==> config.mk <==
export PLATFORM = sky130hd
export DESIGN_NAME = biquad_df2_allpass_filter
export DESIGN_NICKNAME = d
export VERILOG_FILES = /design/src/rtl/bqap_pkg.sv /design/src/rtl/biquad_df2_allpass_filter.sv /design/src/rtl/bqap_ram.sv /design/src/rtl/bqap_seq.sv /design/src/rtl/bqap_dp.sv
export SDC_FILE = /design/constraint.sdc
export NUM_CORES = 2
export LEC_CHECK = 0
export ABC_AREA = 1
export BUFFER_PORTS_ARGS = -buffer_cell sky130_fd_sc_hd__buf_4
export CORE_AREA = 4 4 420 422
export CTS_CLUSTER_DIAMETER = 100
export DETAILED_ROUTE_END_ITERATION = 8
export DIE_AREA = 0 0 424 426
export SYNTH_ARGS = -nofsm -noshare
export SYNTH_HDL_FRONTEND = slang
export SYNTH_HIERARCHICAL = 1
export SYNTH_SLANG_ARGS = --single-unit
==> constraint.sdc <==
create_clock -name clk -period 21.7 [get_ports clk]
set_input_delay 4.34 -clock clk [delete_from_list [all_inputs] [get_ports clk]]
set_output_delay 4.34 -clock clk [all_outputs]
set_load 0.01 [all_outputs]
==> src/rtl/bqap_pkg.sv <==
package bqap_pkg;

  localparam int BQ_NUM_CHANNELS   = 8;
  localparam int BQ_COEF_FRAC_BITS = 15;

  localparam int SAMPLE_BITS = 24;
  localparam int CHAN_W      = 3;
  localparam int COEF_W      = 18;
  localparam int STATE_W     = 32;
  localparam int CFG_IDX_W   = 3;
  localparam int STEP_W      = 4;

  typedef logic [STEP_W-1:0] step_t;

  typedef enum logic [CFG_IDX_W-1:0] {
    REG_B0 = 3'd0,
    REG_B1 = 3'd1,
    REG_B2 = 3'd2,
    REG_A1 = 3'd3,
    REG_A2 = 3'd4
  } reg_idx_t;

  typedef struct packed {
    logic signed [SAMPLE_BITS-1:0] sample_in;
    logic        [CHAN_W-1:0]      chan_in;
  } in_beat_t;

  typedef struct packed {
    logic signed [SAMPLE_BITS-1:0] sample_out;
    logic        [CHAN_W-1:0]      chan_out;
  } out_beat_t;

  typedef struct packed {
    logic signed [COEF_W-1:0] b0;
    logic signed [COEF_W-1:0] b1;
    logic signed [COEF_W-1:0] b2;
    logic signed [COEF_W-1:0] a1;
    logic signed [COEF_W-1:0] a2;
  } coef_t;

  typedef enum logic [2:0] {
    ACC_HOLD,
    ACC_LDX,
    ACC_SUB,
    ACC_LDP,
    ACC_ADD
  } acc_op_t;

  typedef enum logic [2:0] {
    C_B0,
    C_B1,
    C_B2,
    C_A1,
    C_A2
  } coef_sel_t;

  typedef enum logic [1:0] {
    O_W1,
    O_W2,
    O_W
  } opd_sel_t;

  typedef enum logic [2:0] {
    J_NEXT,
    J_GOTO,
    J_WAIT_IN,
    J_CHK_CH,
    J_WAIT_OUT
  } jmp_t;

  typedef struct packed {
    logic      in_rdy;
    logic      ld_delay;
    acc_op_t   acc_op;
    coef_sel_t coef_sel;
    opd_sel_t  opd_sel;
    logic      ld_w;
    logic      ram_we;
    logic      out_ld;
    jmp_t      jmp;
    step_t     target;
  } cw_t;

  typedef struct packed {
    logic in_valid;
    logic ch_ok;
    logic out_free;
  } seq_stat_t;

  localparam step_t ST_IDLE = 4'd0;
  localparam step_t ST_LOAD = 4'd1;
  localparam step_t ST_MA1  = 4'd2;
  localparam step_t ST_SA1  = 4'd3;
  localparam step_t ST_SA2  = 4'd4;
  localparam step_t ST_RW   = 4'd5;
  localparam step_t ST_AB2  = 4'd6;
  localparam step_t ST_AB0  = 4'd7;
  localparam step_t ST_OUT  = 4'd8;

  localparam cw_t CW_NOP = '{
    in_rdy:   1'b0,
    ld_delay: 1'b0,
    acc_op:   ACC_HOLD,
    coef_sel: C_A1,
    opd_sel:  O_W1,
    ld_w:     1'b0,
    ram_we:   1'b0,
    out_ld:   1'b0,
    jmp:      J_NEXT,
    target:   ST_IDLE
  };

  function automatic cw_t ucode(step_t s);
    cw_t cw;
    cw = CW_NOP;
    unique case (s)
      ST_IDLE: begin
        cw.in_rdy = 1'b1;
        cw.jmp    = J_WAIT_IN;
      end
      ST_LOAD: begin
        cw.ld_delay = 1'b1;
        cw.acc_op   = ACC_LDX;
        cw.jmp      = J_CHK_CH;
        cw.target   = ST_OUT;
      end
      ST_MA1: begin
        cw.coef_sel = C_A1;
        cw.opd_sel  = O_W1;
      end
      ST_SA1: begin
        cw.acc_op   = ACC_SUB;
        cw.coef_sel = C_A2;
        cw.opd_sel  = O_W2;
      end
      ST_SA2: begin
        cw.acc_op   = ACC_SUB;
        cw.coef_sel = C_B1;
        cw.opd_sel  = O_W1;
      end
      ST_RW: begin
        cw.ld_w     = 1'b1;
        cw.acc_op   = ACC_LDP;
        cw.coef_sel = C_B2;
        cw.opd_sel  = O_W2;
      end
      ST_AB2: begin
        cw.acc_op   = ACC_ADD;
        cw.coef_sel = C_B0;
        cw.opd_sel  = O_W;
      end
      ST_AB0: begin
        cw.acc_op = ACC_ADD;
        cw.ram_we = 1'b1;
      end
      ST_OUT: begin
        cw.out_ld = 1'b1;
        cw.jmp    = J_WAIT_OUT;
        cw.target = ST_IDLE;
      end
      default: begin
        cw.jmp    = J_GOTO;
        cw.target = ST_IDLE;
      end
    endcase
    return cw;
  endfunction

endpackage

==> src/rtl/biquad_df2_allpass_filter.sv <==
// channel  direction  handshake                 payload
// in_      input      in_valid / in_stall       in_data   (sample_in, chan_in)
// out_     output     out_valid / out_stall     out_data  (sample_out, chan_out)
// cfg_     input      cfg_we                    cfg_idx, cfg_wdata
//
// from its input beat to its result in the output register a sample runs the steps
// LOAD to OUT of the microcode program, with the five products sharing one multiplier
// the next input beat can be taken from the cycle after the result is loaded
// reset sets b0 to 1.0, the other taps to zero and marks every channel delay as zero
// out_stall holds the program at its output step until the output register is free
module biquad_df2_allpass_filter
  import bqap_pkg::*;
#(
  parameter int NUM_CHANNELS   = BQ_NUM_CHANNELS,
  parameter int COEF_FRAC_BITS = BQ_COEF_FRAC_BITS
) (
  input  logic                 clk,
  input  logic                 rst_n,
  input  logic                 in_valid,
  output logic                 in_stall,
  input  in_beat_t             in_data,
  output logic                 out_valid,
  input  logic                 out_stall,
  output out_beat_t            out_data,
  input  logic                 cfg_we,
  input  logic [CFG_IDX_W-1:0] cfg_idx,
  input  logic [COEF_W-1:0]    cfg_wdata
);

  localparam int AW = (NUM_CHANNELS > 1) ? $clog2(NUM_CHANNELS) : 1;

  cw_t       cw;
  seq_stat_t st;

  coef_t coef_r;
  coef_t coef_nxt;

  in_beat_t item_r;
  logic     in_accept;
  logic     ch_ok;

  logic [AW-1:0]          rd_addr;
  logic [AW-1:0]          wr_addr;
  logic [2*STATE_W-1:0]   rd_data;
  logic [2*STATE_W-1:0]   wr_data;
  logic                   ram_we;
  logic                   rd_hit;
  logic [NUM_CHANNELS-1:0] ch_valid_r;
  logic [NUM_CHANNELS-1:0] ch_valid_nxt;

  logic signed [SAMPLE_BITS-1:0] y;

  logic      out_free;
  logic      out_go;
  logic      out_valid_r;
  logic      out_valid_nxt;
  out_beat_t out_data_r;

  assign in_stall  = !cw.in_rdy;
  assign in_accept = in_valid && cw.in_rdy;

  assign ch_ok = ({{(32-CHAN_W){1'b0}}, item_r.chan_in} < 32'(NUM_CHANNELS));

  assign out_free = !out_valid_r || !out_stall;
  assign out_go   = cw.out_ld && out_free;

  assign st.in_valid = in_valid;
  assign st.ch_ok    = ch_ok;
  assign st.out_free = out_free;

  // coefficient registers
  always_comb begin
    coef_nxt = coef_r;
    if (cfg_we) begin
      unique case (cfg_idx)
        REG_B0:  coef_nxt.b0 = cfg_wdata;
        REG_B1:  coef_nxt.b1 = cfg_wdata;
        REG_B2:  coef_nxt.b2 = cfg_wdata;
        REG_A1:  coef_nxt.a1 = cfg_wdata;
        REG_A2:  coef_nxt.a2 = cfg_wdata;
        default: coef_nxt = coef_r;
      endcase
    end
  end

  always_ff @(posedge clk) begin
    if (!rst_n) begin
      coef_r.b0 <= COEF_W'(32768);
      coef_r.b1 <= '0;
      coef_r.b2 <= '0;
      coef_r.a1 <= '0;
      coef_r.a2 <= '0;
    end else begin
      coef_r <= coef_nxt;
    end
  end

  always_ff @(posedge clk) begin
    if (in_accept) begin
      item_r <= in_data;
    end
  end

  // delay store: {w1, w2} per channel, valid bits stand in for the reset clear
  assign rd_addr = AW'(in_data.chan_in);
  assign wr_addr = AW'(item_r.chan_in);
  assign ram_we  = cw.ram_we;
  assign rd_hit  = ch_ok && ch_valid_r[wr_addr];

  always_comb begin
    ch_valid_nxt = ch_valid_r;
    if (ram_we) begin
      ch_valid_nxt[wr_addr] = 1'b1;
    end
  end

  always_ff @(posedge clk) begin
    if (!rst_n) begin
      ch_valid_r <= '0;
    end else begin
      ch_valid_r <= ch_valid_nxt;
    end
  end

  bqap_ram #(
    .WIDTH(2*STATE_W),
    .DEPTH(NUM_CHANNELS)
  ) u_ram (
    .clk  (clk),
    .we   (ram_we),
    .waddr(wr_addr),
    .wdata(wr_data),
    .re   (in_accept),
    .raddr(rd_addr),
    .rdata(rd_data)
  );

  bqap_seq u_seq (
    .clk  (clk),
    .rst_n(rst_n),
    .st   (st),
    .cw   (cw)
  );

  bqap_dp #(
    .COEF_FRAC_BITS(COEF_FRAC_BITS)
  ) u_dp (
    .clk    (clk),
    .cw     (cw),
    .coef   (coef_r),
    .x      (item_r.sample_in),
    .rd_data(rd_data),
    .rd_hit (rd_hit),
    .wr_data(wr_data),
    .y      (y)
  );

  // output register
  always_comb begin
    if (out_go) begin
      out_valid_nxt = 1'b1;
    end else if (out_stall) begin
      out_valid_nxt = out_valid_r;
    end else begin
      out_valid_nxt = 1'b0;
    end
  end

  always_ff @(posedge clk) begin
    if (!rst_n) begin
      out_valid_r <= 1'b0;
    end else begin
      out_valid_r <= out_valid_nxt;
    end
  end

  always_ff @(posedge clk) begin
    if (out_go) begin
      out_data_r.sample_out <= ch_ok ? y : '0;
      out_data_r.chan_out   <= item_r.chan_in;
    end
  end

  assign out_valid = out_valid_r;
  assign out_data  = out_data_r;

`ifndef SYNTHESIS
  a_busy_after_accept: assert property (@(posedge clk) disable iff (!rst_n)
    in_accept |=> !cw.in_rdy)
    else $error("input taken again right after a beat");

  a_write_in_range: assert property (@(posedge clk) disable iff (!rst_n)
    ram_we |-> ch_ok)
    else $error("delay write for a channel out of range");

  a_valid_after_write: assert property (@(posedge clk) disable iff (!rst_n)
    ram_we |=> ch_valid_r[$past(wr_addr)])
    else $error("channel not marked valid after delay write");

  a_result_loaded: assert property (@(posedge clk) disable iff (!rst_n)
    out_go |=> out_valid_r && !cw.out_ld)
    else $error("result load did not raise out_valid or program stuck");
`endif

endmodule

==> src/rtl/bqap_ram.sv <==
module bqap_ram #(
  parameter int WIDTH = 64,
  parameter int DEPTH = 8,
  localparam int AW = (DEPTH > 1) ? $clog2(DEPTH) : 1
) (
  input  logic             clk,
  input  logic             we,
  input  logic [AW-1:0]    waddr,
  input  logic [WIDTH-1:0] wdata,
  input  logic             re,
  input  logic [AW-1:0]    raddr,
  output logic [WIDTH-1:0] rdata
);

  logic [WIDTH-1:0] mem [DEPTH];
  logic [WIDTH-1:0] rdata_r;

  always_ff @(posedge clk) begin
    if (we) begin
      mem[waddr] <= wdata;
    end
    if (re) begin
      rdata_r <= mem[raddr];
    end
  end

  assign rdata = rdata_r;

endmodule

==> src/rtl/bqap_seq.sv <==
module bqap_seq
  import bqap_pkg::*;
(
  input  logic      clk,
  input  logic      rst_n,
  input  seq_stat_t st,
  output cw_t       cw
);

  step_t pc_r;
  step_t pc_nxt;

  assign cw = ucode(pc_r);

  always_ff @(posedge clk) begin
    if (!rst_n) begin
      pc_r <= ST_IDLE;
    end else begin
      pc_r <= pc_nxt;
    end
  end

  always_comb begin
    pc_nxt = pc_r + step_t'(1);
    unique case (cw.jmp)
      J_NEXT:     pc_nxt = pc_r + step_t'(1);
      J_GOTO:     pc_nxt = cw.target;
      J_WAIT_IN:  pc_nxt = st.in_valid ? pc_r + step_t'(1) : pc_r;
      J_CHK_CH:   pc_nxt = st.ch_ok ? pc_r + step_t'(1) : cw.target;
      J_WAIT_OUT: pc_nxt = st.out_free ? cw.target : pc_r;
      default:    pc_nxt = ST_IDLE;
    endcase
  end

endmodule

==> src/rtl/bqap_dp.sv <==
module bqap_dp
  import bqap_pkg::*;
#(
  parameter int COEF_FRAC_BITS = BQ_COEF_FRAC_BITS
) (
  input  logic                          clk,
  input  cw_t                           cw,
  input  coef_t                         coef,
  input  logic signed [SAMPLE_BITS-1:0] x,
  input  logic        [2*STATE_W-1:0]   rd_data,
  input  logic                          rd_hit,
  output logic        [2*STATE_W-1:0]   wr_data,
  output logic signed [SAMPLE_BITS-1:0] y
);

  localparam int PROD_W = COEF_W + STATE_W;
  localparam int XS_W   = SAMPLE_BITS + COEF_FRAC_BITS;
  localparam int ACC_W  = ((XS_W > PROD_W) ? XS_W : PROD_W) + 3;

  localparam logic signed [ACC_W-1:0] BIAS  = ACC_W'(1) <<< (COEF_FRAC_BITS - 1);
  localparam logic signed [ACC_W-1:0] W_MAX = (ACC_W'(1) <<< (STATE_W - 1)) - ACC_W'(1);
  localparam logic signed [ACC_W-1:0] W_MIN = -W_MAX - ACC_W'(1);
  localparam logic signed [ACC_W-1:0] Y_MAX = (ACC_W'(1) <<< (SAMPLE_BITS - 1)) - ACC_W'(1);
  localparam logic signed [ACC_W-1:0] Y_MIN = -Y_MAX - ACC_W'(1);

  logic signed [STATE_W-1:0] w1_r;
  logic signed [STATE_W-1:0] w2_r;
  logic signed [STATE_W-1:0] w_r;
  logic signed [ACC_W-1:0]   acc_r;
  logic signed [ACC_W-1:0]   acc_nxt;
  logic signed [PROD_W-1:0]  prod_r;
  logic signed [PROD_W-1:0]  prod_nxt;
  logic signed [COEF_W-1:0]  mul_c;
  logic signed [STATE_W-1:0] mul_d;
  logic signed [ACC_W-1:0]   x_ext;
  logic signed [ACC_W-1:0]   p_ext;
  logic signed [ACC_W-1:0]   rnd;
  logic signed [STATE_W-1:0] w_sat;

  assign x_ext = ACC_W'(x);
  assign p_ext = ACC_W'(prod_r);

  always_comb begin
    unique case (cw.coef_sel)
      C_B0:    mul_c = coef.b0;
      C_B1:    mul_c = coef.b1;
      C_B2:    mul_c = coef.b2;
      C_A1:    mul_c = coef.a1;
      C_A2:    mul_c = coef.a2;
      default: mul_c = coef.b0;
    endcase
    unique case (cw.opd_sel)
      O_W1:    mul_d = w1_r;
      O_W2:    mul_d = w2_r;
      O_W:     mul_d = w_r;
      default: mul_d = w1_r;
    endcase
  end

  assign prod_nxt = mul_c * mul_d;

  always_comb begin
    unique case (cw.acc_op)
      ACC_HOLD: acc_nxt = acc_r;
      ACC_LDX:  acc_nxt = x_ext <<< COEF_FRAC_BITS;
      ACC_SUB:  acc_nxt = acc_r - p_ext;
      ACC_LDP:  acc_nxt = p_ext;
      ACC_ADD:  acc_nxt = acc_r + p_ext;
      default:  acc_nxt = acc_r;
    endcase
  end

  // round half up, then clamp
  assign rnd = (acc_r + BIAS) >>> COEF_FRAC_BITS;

  always_comb begin
    if (rnd > W_MAX) begin
      w_sat = {1'b0, {(STATE_W-1){1'b1}}};
    end else if (rnd < W_MIN) begin
      w_sat = {1'b1, {(STATE_W-1){1'b0}}};
    end else begin
      w_sat = rnd[STATE_W-1:0];
    end
    if (rnd > Y_MAX) begin
      y = {1'b0, {(SAMPLE_BITS-1){1'b1}}};
    end else if (rnd < Y_MIN) begin
      y = {1'b1, {(SAMPLE_BITS-1){1'b0}}};
    end else begin
      y = rnd[SAMPLE_BITS-1:0];
    end
  end

  always_ff @(posedge clk) begin
    prod_r <= prod_nxt;
    acc_r  <= acc_nxt;
    if (cw.ld_delay) begin
      w1_r <= rd_hit ? rd_data[2*STATE_W-1:STATE_W] : '0;
      w2_r <= rd_hit ? rd_data[STATE_W-1:0] : '0;
    end
    if (cw.ld_w) begin
      w_r <= w_sat;
    end
  end

  assign wr_data = {w_r, w1_r};

endmodule

* After elaboration in Yosys (flattened, before gate mapping) *
Memories as Yosys holds them, arrays and structs flattened. A register that Yosys moved wholly into a read port is not among the register bits.
Index checks and enable logic that the tools add are counted.

storage, ports and cells
  flip-flop bits (word level) = 356
  bits in writable memories = 512
  output and inout bits = 29
  memories kept = 1

memories
  memory     words  bits a word  read ports  clocked after Yosys merged registers in  wr ports  RTL line        RTL
  u_ram.mem  8      64           1           1                                        1         bqap_ram.sv:15  logic [WIDTH-1:0] mem [DEPTH];

cells by class
  add/sub/neg operators = 4
  multiply operators = 1
  magnitude comparators = 6
  equality and inequality tests = 29
  multiplexer cells = 25
  bitwise gates (word level) = 1
  reduce and logical (&&, ||, !) cells = 21

operator list
  kind                                                                                count
  53-bit case mux with 4 select lines                                                 1
  18-bit case mux with 4 select lines                                                 1
  32-bit case mux with 2 select lines                                                 1
  53-bit by 16-bit adder with 53-bit output (second input constant)                   1
  53-bit by 50-bit adder with 53-bit output                                           1
  53-bit by 50-bit subtractor with 53-bit output                                      1
  18-bit by 32-bit multiplier with 50-bit output                                      1
  38-bit by 24-bit greater-than comparator with 1-bit output (second input constant)  1
  38-bit by 32-bit greater-than comparator with 1-bit output (second input constant)  1
  38-bit by 24-bit < comparator with 1-bit output (second input constant)             1
  38-bit by 32-bit < comparator with 1-bit output (second input constant)             1
  32-bit two-way mux                                                                  1
  3-bit by 2-bit equality test with 1-bit output (second input constant)              8
  24-bit two-way mux                                                                  1
  3-bit case mux with 4 select lines                                                  2
  5-bit case mux with 4 select lines                                                  1
  4-bit by 3-bit equality test with 1-bit output (second input constant)              4
  4-bit case mux with 4 select lines                                                  1
  3-bit by 1-bit equality test with 1-bit output (second input constant)              4
  3-bit equality test (second input constant)                                         4
  4-bit two-way mux                                                                   3
  2-bit AND reduction                                                                 6
  1-bit two-way mux                                                                   11
  4-bit by 2-bit equality test with 1-bit output (second input constant)              2
  other kinds (20)                                                                    28

* Longest topological paths before layout *
  depth after elaboration = 6
  depth in mapped cells = 42
  depth with buffers taken out = 41

* By module *
Netlist, hierarchy kept.

modules (own cells, without submodules)
  module                     times used  cells an instance  area each (um^2)  sequential area each (um^2)
  bqap_dp                    1           4636               34997.3           5475.3
  bqap_ram                   1           2294               24298.3           17296.6
  biquad_df2_allpass_filter  1           631                5571.6            3603.5
  bqap_seq                   1           77                 530.5             80.1

* Least setup slack after synthesis *
Ideal clock, no wire load.

  path kind = register to register
  start point = reg u_seq.pc_r[0]
  end point = reg u_dp.prod_r[48]
  setup time = 119 ps
  arrival = 7491 ps
  path slack = 14091 ps
  cell stages (with the launch flop) = 40
  path buffers = 2
  clock period less this slack = 7609 ps
  cell sequence = dfxtp_1 > inv_1 > ha_1 > nand3_1 > nand2_1 > nor2_2 > inv_2 > nand2_1 > nor2_1 > nand2_1 > inv_2 > buf_2 > a221oi_1 > nand2_1 > inv_2 > buf_2 > nor2_1 > fa_1 > (+4 left out) > inv_1 > fa_1 > inv_1 > fa_1 > inv_1 > fa_1 > inv_1 > ha_1 > a21oi_1 > inv_1 > a31oi_1 > nand2_1 > nor2_1 > nand3_1 > nand2_1 > inv_1 > o21ai_0 > nand2_1

RTL lines
  element                 RTL line        RTL
  from (decl)             bqap_seq.sv:10  step_t pc_r;
  from (signal assigned)  bqap_seq.sv:19  pc_r <= pc_nxt;
  to (signal assigned)    bqap_dp.sv:94   prod_r <= prod_nxt;
  to (decl)               bqap_dp.sv:31   logic signed [PROD_W-1:0] prod_r;

==> flow_metrics.tcl <==
set metrics [dict create \
    cp-end-kind "flop" \
    drt_pass1_iterations 6 \
    worstPathArrival_ns 10.00 \
    port-buffer-count 81 \
    grt_max_degree 171 \
    cp.required_ns 22.31 \
    tns_ns 0 \
    min_period_ns 9.39 \
    whs_endpoint "ch_valid_r[4]" \
    core-area_um2 173000 \
    holdWs_ns 0.459 \
    multi_input_area_um2 31700 \
    dp.cells 9877 \
    vdd_drop_max_mv 0.141 \
    hp-class "reg2reg" \
    max_freq_mhz 106 \
    min_from "ch_valid_r[4]" \
    cp-start-kind "flop" \
    grt_setup_unrepaired "no" \
    r2r_cells 34 \
    grt_pass1_vias 50700 \
    grt_util_all_layers_pct 22.5 \
    crit_fanout 29 \
    row_count 153 \
    slew_headroom_pct 14.6 \
    worst_pin_slew_ns 1.28 \
    synthCells 7631 \
    vias 50500 \
    p_comb_share_pct 60.9 \
    clk_path_buf_depth 3 \
    fin_total_pwr_mw 11.3 \
    cts_tree "done" \
    rr_startpoint "u_seq/pc_r[0]" \
    cts_max_level 3 \
    finalCritPeriodShare_pct 43.3 \
    initial_core_util_pct 37.8 \
    yosys_warnings 6 \
    cpMaxStageDelayCell "inv_1" \
    wl_per_cell_um 20.3 \
    grt-ovfl-total 0 \
    seqCellArea_um2 26500 \
    seqPwrFrac_pct 23.9 \
    reg2reg_to "u_dp/prod_r[35]" \
    dieArea_um2 181000 \
    min_path_cells 2 \
    skew_ns 0.0638 \
    gp_congestion 0.961 \
    drt_wl_total_mm 204 \
    fin_cells 10100 \
    ctsResizeCount 0 \
    final_common_cell "nand2_1" \
    p_int_mw 5.49 \
    crit_type "reg2reg" \
    cts.clk_slew.worst_paths_ns 0.06 \
    final_nets 8441 \
    numCtsBuffers 99 \
    hold_violations 0 \
    fp.dieW_um 424 \
    mostFrequentLayoutCells "nand2_1, inv_1, edfxtp_1, nor2_1, fa_1" \
    drc 0 \
    cts_hold_buf 0 \
    cp_slowest_stage_delay_ns 1.01 \
    area_growth_syn_to_layout_pct 9.58 \
    vias_per_cell 5.02 \
    antenna_left 0 \
    clk_latency_ns 0.73 \
    antenna_found_initial 1 \
    netlist_area_um2 65400 \
    utilization_pct 41.4 \
    r2r_slack_ns 12.31 \
    p_sw_share_pct 51.6 \
    p_clk_share_pct 15.2 \
    layout-drive-gt1-share_pct 5.56 \
    p_switching_mw 5.84 \
    p_leak_nw 33.1 \
    drt_iter0_drc 4343 \
    clockRootBuffer "clkbuf_16" \
    syn_area_per_cell_um2 8.56 \
    grt_pass1_wl_mm 309 \
    io_pins 82 \
    cts.sinks 932 \
    outcome "finished clean" \
    fillerInstances 17300 \
    p_per_area_nw_per_um2 158 \
    critPathMostFrequentCell "inv_1" \
    max_cap_violations 0 \
    cts_setup_buffers 0 \
    drv_slew 0 \
    setup_viol 0 \
    place_hpwl_mm 145 \
    die_h_um 426 \
]
critical path: cells and delay by family, from the launching register on:
kind / cells / cell delay, ns
DFF: 1 / 0.40
buffers and inverters: 9 / 1.48
adders and majority gates: 8 / 3.73
AOI/OAI and AO/OA: 3 / 0.87
xor gates and xnor gates: 1 / 0.30
and+or+nand+nor: 13 / 2.45
power groups by stage:
| stage | clock (mW) | sequential, mW | combinational [mW] |
|---|---|---|---|
| 2_1_floorplan | 0 | 2.55 | 4.53 |
| 3_3_place_gp | 0 | 2.73 | 6.81 |
| 3_5_place_dp | 0 | 2.73 | 6.84 |
| 4_1_cts | 1.76 | 2.69 | 6.89 |
| 5_1_grt | 1.83 | 2.72 | 7.71 |
| 6_report | 1.73 | 2.71 | 6.90 |
per-stage QoR:
step	setup slack (ns)	area, um^2
floorplan	14.09	65400
global placement	12.49	68300
detailed placement	12.36	68300
CTS	12.33	71600
global route	11.58	71600
finish	12.31	71600
flip-flops by register name, summed over array words and instances, names as in the netlist, 24 cells and up:
signal	count
u_dp/w_r	32
out_data	27
u_dp/prod_r	50
u_dp/w1_r	32
u_dp/acc_r	53
u_dp/w2_r	32
coef_r	90
u_ram/mem	512
item_r	24
u_ram/rdata	64
layout make-up:
cell class	instances	share of cell area [%]
multi-input cells	4856	44.2
diodes	1	0.00349
well taps	2325	4.06
clock inverters	60	0.970
clock buffers	123	3.67
flip-flops and latches	932	36.9
repair buffers	163	1.73
inverters	1601	8.41
worst max-delay path by stage:
| stage | startpoint | endpoint | slack (ns) | depth (start not counted) |
|---|---|---|---|---|
| 6_report | u_seq/pc_r[0] | u_dp/prod_r[35] | 12.31 | 34 |
| 5_1_grt | u_seq/pc_r[0] | u_dp/prod_r[48] | 11.58 | 40 |
| 4_1_cts | u_seq/pc_r[0] | u_dp/prod_r[48] | 12.33 | 40 |
| 3_5_place_dp | u_seq/pc_r[1] | u_dp/prod_r[48] | 12.36 | 33 |
| 3_3_place_gp | u_seq/pc_r[1] | u_dp/prod_r[48] | 12.49 | 33 |
| 2_1_floorplan | u_seq/pc_r[0] | u_dp/prod_r[48] | 14.09 | 39 |
routing by layer:
metal	vias up	share of wire [%]	GRT usage [%]
met5	-	0	0
met4	0	3.9	8.45
met3	415	7.2	3.84
met2	1829	48	38.2
met1	24700	41	28.7
li1	23500	-	-
No activity file was read; power rests on OpenSTA's default activity.
